**config.mk**
```make
export PLATFORM = sky130hd
export DESIGN_NAME = aba_ctrl
export DESIGN_NICKNAME = d
export VERILOG_FILES = /design/src/design/aba_pkg.sv /design/src/design/aba_ctrl.sv
export SDC_FILE = /design/constraint.sdc
export NUM_CORES = 1
export LEC_CHECK = 0
export BUFFER_PORTS_ARGS = -buffer_cell sky130_fd_sc_hd__buf_4
export CORE_UTILIZATION = 25
export CTS_CLUSTER_DIAMETER = 150
export CTS_CLUSTER_SIZE = 40
export DETAILED_ROUTE_END_ITERATION = 10
export PLACE_DENSITY = 0.44
export SETUP_SLACK_MARGIN = 0.3
export SYNTH_ARGS = -nofsm -noshare
export SYNTH_HDL_FRONTEND = slang
export SYNTH_SLANG_ARGS = --single-unit
```
**constraint.sdc**
```tcl
create_clock -name i_clk -period 1.9 [get_ports i_clk]
set_input_delay 0.19 -clock i_clk [delete_from_list [all_inputs] [get_ports i_clk]]
set_output_delay 0.19 -clock i_clk [all_outputs]
set_load 0.005 [all_outputs]
```
**src/design/aba_pkg.sv**
```systemverilog
`timescale 1ns / 1ps
package aba_pkg;

    // field widths fixed by the interface
    localparam int SIZE_W  = 17;
    localparam int ALIGN_W = 17;
    localparam int OFF_W   = 16;
    localparam int ORD_W   = 5;
    localparam int CFG_W   = 5;
    localparam int GRP_W   = 8;

    localparam logic CMD_ALLOC = 1'b0;
    localparam logic CMD_FREE  = 1'b1;

    typedef enum logic [1:0] {
        ST_OK       = 2'd0,
        ST_NO_SPACE = 2'd1,
        ST_UNKNOWN  = 2'd2,
        ST_FULL     = 2'd3
    } t_status;

    typedef enum logic [4:0] {
        S_CLEAR,
        S_IDLE,
        S_PREP_A,
        S_PREP_B,
        S_CHECK,
        S_SLOT,
        S_SCAN_RD,
        S_SCAN_CHK,
        S_SPLIT_CLR,
        S_SPLIT,
        S_DIV,
        S_USED_WR,
        S_FSCAN,
        S_MRG_RD,
        S_MRG_CHK,
        S_MRG_SET,
        S_RESULT
    } t_state;

    // controller to datapath
    typedef struct packed {
        logic    clr_step;
        logic    load;
        logic    prep_a;
        logic    prep_b;
        logic    slot_step;
        logic    scan_chk;
        logic    split_init;
        logic    split_step;
        logic    div_init;
        logic    div_step;
        logic    used_wr;
        logic    fscan_step;
        logic    mrg_rd;
        logic    mrg_join;
        logic    mrg_set;
        logic    res_load;
        t_status res_code;
    } t_cmd;

    // datapath to controller
    typedef struct packed {
        logic clr_done;
        logic is_free;
        logic too_big;
        logic full;
        logic slot_hit;
        logic scan_last;
        logic scan_any;
        logic split_done;
        logic div_last;
        logic fmatch;
        logic fend;
        logic mrg_top;
        logic mrg_match;
    } t_sts;

endpackage

```
**src/design/aba_ctrl.sv**
```systemverilog
`timescale 1ns / 1ps
module aba_ctrl (
    input  logic          i_clk,
    input  logic          i_rst_n,
    input  logic          i_in_valid,
    output logic          o_in_ready,
    output logic          o_out_valid,
    input  logic          i_out_ready,
    input  aba_pkg::t_sts i_sts,
    output aba_pkg::t_cmd o_cmd
);

    aba_pkg::t_state  r_state, n_state;
    aba_pkg::t_status r_res, n_res;
    logic             r_out_valid, n_out_valid;
    aba_pkg::t_cmd    w_cmd;

    // state register
    always_ff @(posedge i_clk) begin
        if (!i_rst_n) begin
            r_state     <= aba_pkg::S_CLEAR;
            r_res       <= aba_pkg::ST_OK;
            r_out_valid <= 1'b0;
        end else begin
            r_state     <= n_state;
            r_res       <= n_res;
            r_out_valid <= n_out_valid;
        end
    end

    // next state and commands
    always_comb begin
        n_state = r_state;
        n_res   = r_res;
        w_cmd   = '0;
        w_cmd.res_code = r_res;
        case (r_state)
            aba_pkg::S_CLEAR: begin
                if (i_sts.clr_done) n_state = aba_pkg::S_IDLE;
                else w_cmd.clr_step = 1'b1;
            end
            aba_pkg::S_IDLE: begin
                if (i_in_valid) begin
                    w_cmd.load = 1'b1;
                    n_state    = aba_pkg::S_PREP_A;
                end
            end
            aba_pkg::S_PREP_A: begin
                if (i_sts.is_free) begin
                    n_state = aba_pkg::S_FSCAN;
                end else begin
                    w_cmd.prep_a = 1'b1;
                    n_state      = aba_pkg::S_PREP_B;
                end
            end
            aba_pkg::S_PREP_B: begin
                w_cmd.prep_b = 1'b1;
                n_state      = aba_pkg::S_CHECK;
            end
            aba_pkg::S_CHECK: begin
                if (i_sts.too_big) begin
                    n_res   = aba_pkg::ST_NO_SPACE;
                    n_state = aba_pkg::S_RESULT;
                end else if (i_sts.full) begin
                    n_res   = aba_pkg::ST_FULL;
                    n_state = aba_pkg::S_RESULT;
                end else begin
                    n_state = aba_pkg::S_SLOT;
                end
            end
            aba_pkg::S_SLOT: begin
                w_cmd.slot_step = 1'b1;
                if (i_sts.slot_hit) n_state = aba_pkg::S_SCAN_RD;
            end
            aba_pkg::S_SCAN_RD: begin
                n_state = aba_pkg::S_SCAN_CHK;
            end
            aba_pkg::S_SCAN_CHK: begin
                w_cmd.scan_chk = 1'b1;
                if (!i_sts.scan_last) begin
                    n_state = aba_pkg::S_SCAN_RD;
                end else if (i_sts.scan_any) begin
                    n_state = aba_pkg::S_SPLIT_CLR;
                end else begin
                    n_res   = aba_pkg::ST_NO_SPACE;
                    n_state = aba_pkg::S_RESULT;
                end
            end
            aba_pkg::S_SPLIT_CLR: begin
                w_cmd.split_init = 1'b1;
                n_state          = aba_pkg::S_SPLIT;
            end
            aba_pkg::S_SPLIT: begin
                if (i_sts.split_done) begin
                    w_cmd.div_init = 1'b1;
                    n_state        = aba_pkg::S_DIV;
                end else begin
                    w_cmd.split_step = 1'b1;
                end
            end
            aba_pkg::S_DIV: begin
                w_cmd.div_step = 1'b1;
                if (i_sts.div_last) n_state = aba_pkg::S_USED_WR;
            end
            aba_pkg::S_USED_WR: begin
                w_cmd.used_wr = 1'b1;
                n_res         = aba_pkg::ST_OK;
                n_state       = aba_pkg::S_RESULT;
            end
            aba_pkg::S_FSCAN: begin
                w_cmd.fscan_step = 1'b1;
                if (i_sts.fmatch) begin
                    n_state = aba_pkg::S_MRG_RD;
                end else if (i_sts.fend) begin
                    n_res   = aba_pkg::ST_UNKNOWN;
                    n_state = aba_pkg::S_RESULT;
                end
            end
            aba_pkg::S_MRG_RD: begin
                if (i_sts.mrg_top) begin
                    n_state = aba_pkg::S_MRG_SET;
                end else begin
                    w_cmd.mrg_rd = 1'b1;
                    n_state      = aba_pkg::S_MRG_CHK;
                end
            end
            aba_pkg::S_MRG_CHK: begin
                if (i_sts.mrg_match) begin
                    w_cmd.mrg_join = 1'b1;
                    n_state        = aba_pkg::S_MRG_RD;
                end else begin
                    n_state = aba_pkg::S_MRG_SET;
                end
            end
            aba_pkg::S_MRG_SET: begin
                w_cmd.mrg_set = 1'b1;
                n_res         = aba_pkg::ST_OK;
                n_state       = aba_pkg::S_RESULT;
            end
            aba_pkg::S_RESULT: begin
                if (!r_out_valid || i_out_ready) begin
                    w_cmd.res_load = 1'b1;
                    n_state        = aba_pkg::S_IDLE;
                end
            end
            default: n_state = aba_pkg::S_IDLE;
        endcase
    end

    // output word valid
    always_comb begin
        n_out_valid = r_out_valid;
        if (r_out_valid && i_out_ready) n_out_valid = 1'b0;
        if (w_cmd.res_load) n_out_valid = 1'b1;
    end

    assign o_cmd       = w_cmd;
    assign o_in_ready  = (r_state == aba_pkg::S_IDLE);
    assign o_out_valid = r_out_valid;

endmodule

```
Word level (Yosys, flattened, before mapping)
Cells that the tools add are included.
{"block": "classes", "n_eq_ne": 28, "mux": 48, "n_reduce_logical": 9}
{"operator": "case mux 5 bit (16 select lines)", "count": 1}
{"operator": "two-way mux 5 bit", "count": 12}
{"operator": "== test 5 x 4 -> 1 bit, second input constant", "count": 8}
{"operator": "two-way mux 1 bit", "count": 25}
{"operator": "== test 5 x 3 -> 1 bit, second input constant", "count": 4}
{"operator": "inequality test 2 bit, second input constant", "count": 10}
{"operator": "two-way mux 2 bit", "count": 8}
{"operator": "== test 5 x 2 -> 1 bit, second input constant", "count": 2}
{"operator": "case mux 2 bit (4 select lines)", "count": 1}
{"operator": "AND reduction 7 bit", "count": 1}
{"operator": "inequality test 3 bit, second input constant", "count": 2}
{"operator": "AND reduction 6 bit", "count": 1}
{"operator": "== test 5 x 1 -> 1 bit, second input constant", "count": 1}
{"operator": "== test 5 bit, second input constant", "count": 1}
{"operator": "logical NOT 5 bit", "count": 1}
{"operator": "two-way mux 4 bit", "count": 1}
{"operator": "nonzero test 4 bit", "count": 1}
{"operator": "nonzero test 2 bit", "count": 1}
{"operator": "OR reduction 2 bit", "count": 1}
{"operator": "logical AND 1 bit", "count": 1}
{"operator": "logical NOT 1 bit", "count": 1}
{"operator": "logical OR 1 bit", "count": 1}
{"block": "totals", "register_bits": 8, "output_inout_bits": 20, "elab_cells": 88}

Longest topological paths before layout
{"block": "logic_depth", "depth_word": 5, "mapped_depth": 7, "depth_no_buf": 5}

Least setup slack after synthesis
No wires, ideal clock.
{"block": "synth_path", "path_type": "flip-flop to flip-flop", "start": "register r_state[4]", "end": "register r_state[2]", "setup_time_ns": 0.116, "arrival_time_ns": 1.535, "required_time_ns": 1.784, "path_slack_ns": 0.249, "path_stages_with_launch": 7, "n_path_buf": 1, "period_less_slack_ns": 1.651, "path_cell_list": "dfxtp_1 > buf_6 > or3b_4 > or3_4 > nand4_4 > mux2i_1 > nor2b_1"}
{"block": "synth_via", "elab_chain_cells": 3, "word_cells_on_any_way": 27}
{"element": "start, declared", "line": "aba_ctrl.sv:13", "text": "aba_pkg::t_state r_state, n_state;"}
{"element": "start signal, assigned", "line": "aba_ctrl.sv:21", "text": "r_state <= aba_pkg::S_CLEAR;"}
{"element": "start signal, assigned", "line": "aba_ctrl.sv:25", "text": "r_state <= n_state;"}
{"element": "== test 5 x 4 -> 1 bit (tied with other cells)", "line": "aba_ctrl.sv:37", "text": "case (r_state)"}
{"element": "OR reduction 2 bit (no source line) (tied with other cells)"}
{"element": "case mux 5 bit (16 select lines) or AND reduction 7 bit (tied branches)"}
Parallel ways exist; a longest one is shown, timed or not.
A chain may end at the register's enable or synchronous reset.

==> impl_metrics.tcl <==
set metrics [dict create \
    vias 1105 \
    holdWs_ps 227.9 \
    tightest_slew_ps 312.1 \
    crit_path_top_delay_cell "or3b_4" \
    synth_common_cells "nor2_1, a21oi_1, dfxtp_1" \
    htree_levels 1 \
    routed_wl_um 3069 \
    crit_fanout 5 \
    r2r_end "r_state[2]" \
    hold_end "r_state[3]" \
    placed_cells 206 \
    yosysMostFrequentCell "nor2_1" \
    async_flop_share 0 \
    cellPowerDensity_mw_per_mm2 389.2 \
    first_pass_iters 5 \
    hp-class "in -> reg" \
    grt_pass1_vias 982 \
    via_per_inst 5.116 \
    ys_seq_area_frac 0.1808 \
    worst_skew_pair.late_latency_ps 240 \
    regToRegSetupSlack_ps 220 \
    cp-end-kind "output port" \
    finClkSkew_ps 1.232 \
    rows 21 \
    final_hold_viol_count 0 \
    yosysTopAreaCell "dfxtp_1" \
    p_clk_frac 0.217 \
    slew_viol_final 0 \
    cts_tree "yes" \
    ys_ff_latch 8 \
    numPortBuffers 36 \
    syn_nets 138 \
    slew_headroom 0.7900 \
    outcome "complete, no violations" \
    cp-start-kind "flip-flop" \
    fin_nets 189 \
    die_h_um 61.53 \
    rsz0062_at_grt "true" \
    grt_pass1_wl_um 4650 \
    syn_to_final_growth_pct 65.11 \
    timing.fmax_mhz 582.3 \
    detail_route.iter0.violations 29 \
    drc 0 \
    netlist_instances 121 \
    yosys.cell_types.count 50 \
    swShare 0.3175 \
    cts.sinks 8 \
    drive_gt1_frac 0.5588 \
    timing.rr.start "r_state[0]" \
    internal_power_uw 388.5 \
    grt_max_degree 17 \
    hp-start "i_rst_n" \
    clk_path_buf_depth 2 \
    p_switching_uw 180.7 \
    ys_top_cells_by_area "dfxtp_1, nor2_1, a21oi_1" \
    grt_usage 0.1644 \
    antennaDiodeCount 0 \
    combPwrFrac 0.470 \
    reg2regPathDepth 5 \
    synth.avg_cell_area_sq_um 7.321 \
    setup-tns-final_ps 0 \
    avgRoutedWirePerCell_um 14.21 \
    seqPwrFrac 0.313 \
    synth_flop_cell "dfxtp_1" \
    synth.top_cell.area_share 0.1808 \
    grt_overflow 0 \
    root_buffer "clkbuf_4" \
    drtAntennaViolNets 0 \
    p_leak_nw 0.5889 \
    fin_cells 216 \
    core_area_sq_mm 0.003363 \
    min_path_cells 2 \
    ios 37 \
    antenna_found_initial 0 \
    synth_warnings 0 \
    path_cells "or3b_4 > or3_4 > inv_1 > buf_4" \
    cts_made_buffers 3 \
    fin_crit_ps 1717 \
    critPathMaxStageDelay_ps 410 \
    cp.required_ps 1710 \
    die_area_sq_mm 0.003785 \
    cts.clk_slew.worst_paths_ps 50 \
    critical_path_arrival_ps 1530 \
    gp_congestion 0.8307 \
    fin_crit_sh 0.9038 \
    synth_edf_count 0 \
    vdd_drop_max_v 0.0001407 \
    initial_utilization 0.2634 \
    worst-setup-path-type "reg -> out" \
    place_hpwl_um 2233 \
    final-setup-viol-count 0 \
    drv_cap 0 \
    dieWidth_um 61.53 \
    power_uw 569.2 \
    synth.cell_area_sq_um 885.9 \
]
how the worst max path moves through the flow:
| stage | from | to | cells past startpoint |
|---|---|---|---|
| floorplan | r_state[4] | r_state[2] | 6 |
| global placement | r_state[2] | r_state[4] | 5 |
| detailed placement | r_state[3] | r_state[3] | 5 |
| CTS | r_state[3] | o_cmd[15] | 4 |
| global route | r_state[0] | o_cmd[15] | 4 |
| finish | r_state[0] | o_cmd[15] | 4 |
placed cells by master, fill, tap and decap left out, drive strengths merged, types with 3 or more instances in the layout:
master  Yosys  layout
buf         8      57
nor2       16      16
a21oi       9       9
dfxtp       8       8
nor3        7       7
inv         6       6
nand2b      6       6
nor2b       4       4
nor3b       4       4
or3         4       4
nand2       4       4
nand3       3       3
mux2i       3       3
clkbuf      3       3
metal layers:
layer  track usage  part of all wire  vias to the layer above
met5             0                 0                        -
met4       0.03492                 0                        0
met3       0.01261             0.031                        0
met2        0.2719              0.51                       21
met1        0.2325              0.46                      538
li1              -                 -                      546
critical path: cells and delay by family, from the launching register on:
kind	cells	cell delay [ps]
flip-flops	1	350
AND/OR/NAND/NOR	2	770
buffers and inverters	2	160
cell type report:
| type | instances | area (sq um) |
|---|---|---|
| inverter | 6 | 22.52 |
| tap | 46 | 57.56 |
| timing repair buffer | 57 | 446.7 |
| clock buffer | 3 | 22.52 |
| sequential | 8 | 178.9 |
| multi-input combinational | 96 | 734.5 |
| fill | 365 | 1901 |
cell families after synthesis:
logic type	Yosys count	share of synthesized area
compound gates	30	0.2472
xor+xnor	1	0.009889
buf+inv	17	0.1031
flops	8	0.1808
mux	3	0.03390
simple gates	62	0.4252
sequential cells by signal, indices dropped and copies added, names as in the netlist:
register,cells
r_res,2
o_out_valid,1
r_state,5
metrics by stage:
step	setup WS (ps)	util	instance area (sq um)
floorplan	248.6	-	885.9
global placement	119.7	0.3717	1250
detailed placement	110.0	0.3717	1250
CTS	180.6	0.3984	1340
global route	140.4	0.4349	1463
finish	182.8	0.4349	1463
power by group through the flow:
stage / sequential (mW) / combinational, mW / clock, mW
after CTS: 0.178 / 0.228 / 0.128
final: 0.178 / 0.268 / 0.124
after global routing: 0.178 / 0.287 / 0.140
after floorplan: 0.178 / 0.130 / 0
after detailed placement: 0.187 / 0.206 / 0
after global placement: 0.186 / 0.211 / 0
repair_timing:
action,4_1_cts,5_1_grt
gates resized for setup,13,25
gates cloned,0,0
setup endpoints to repair,18,21
hold buffers,0,0
setup buffers,4,3
pin swaps,6,4
No activity file was read; power rests on OpenSTA's default activity.
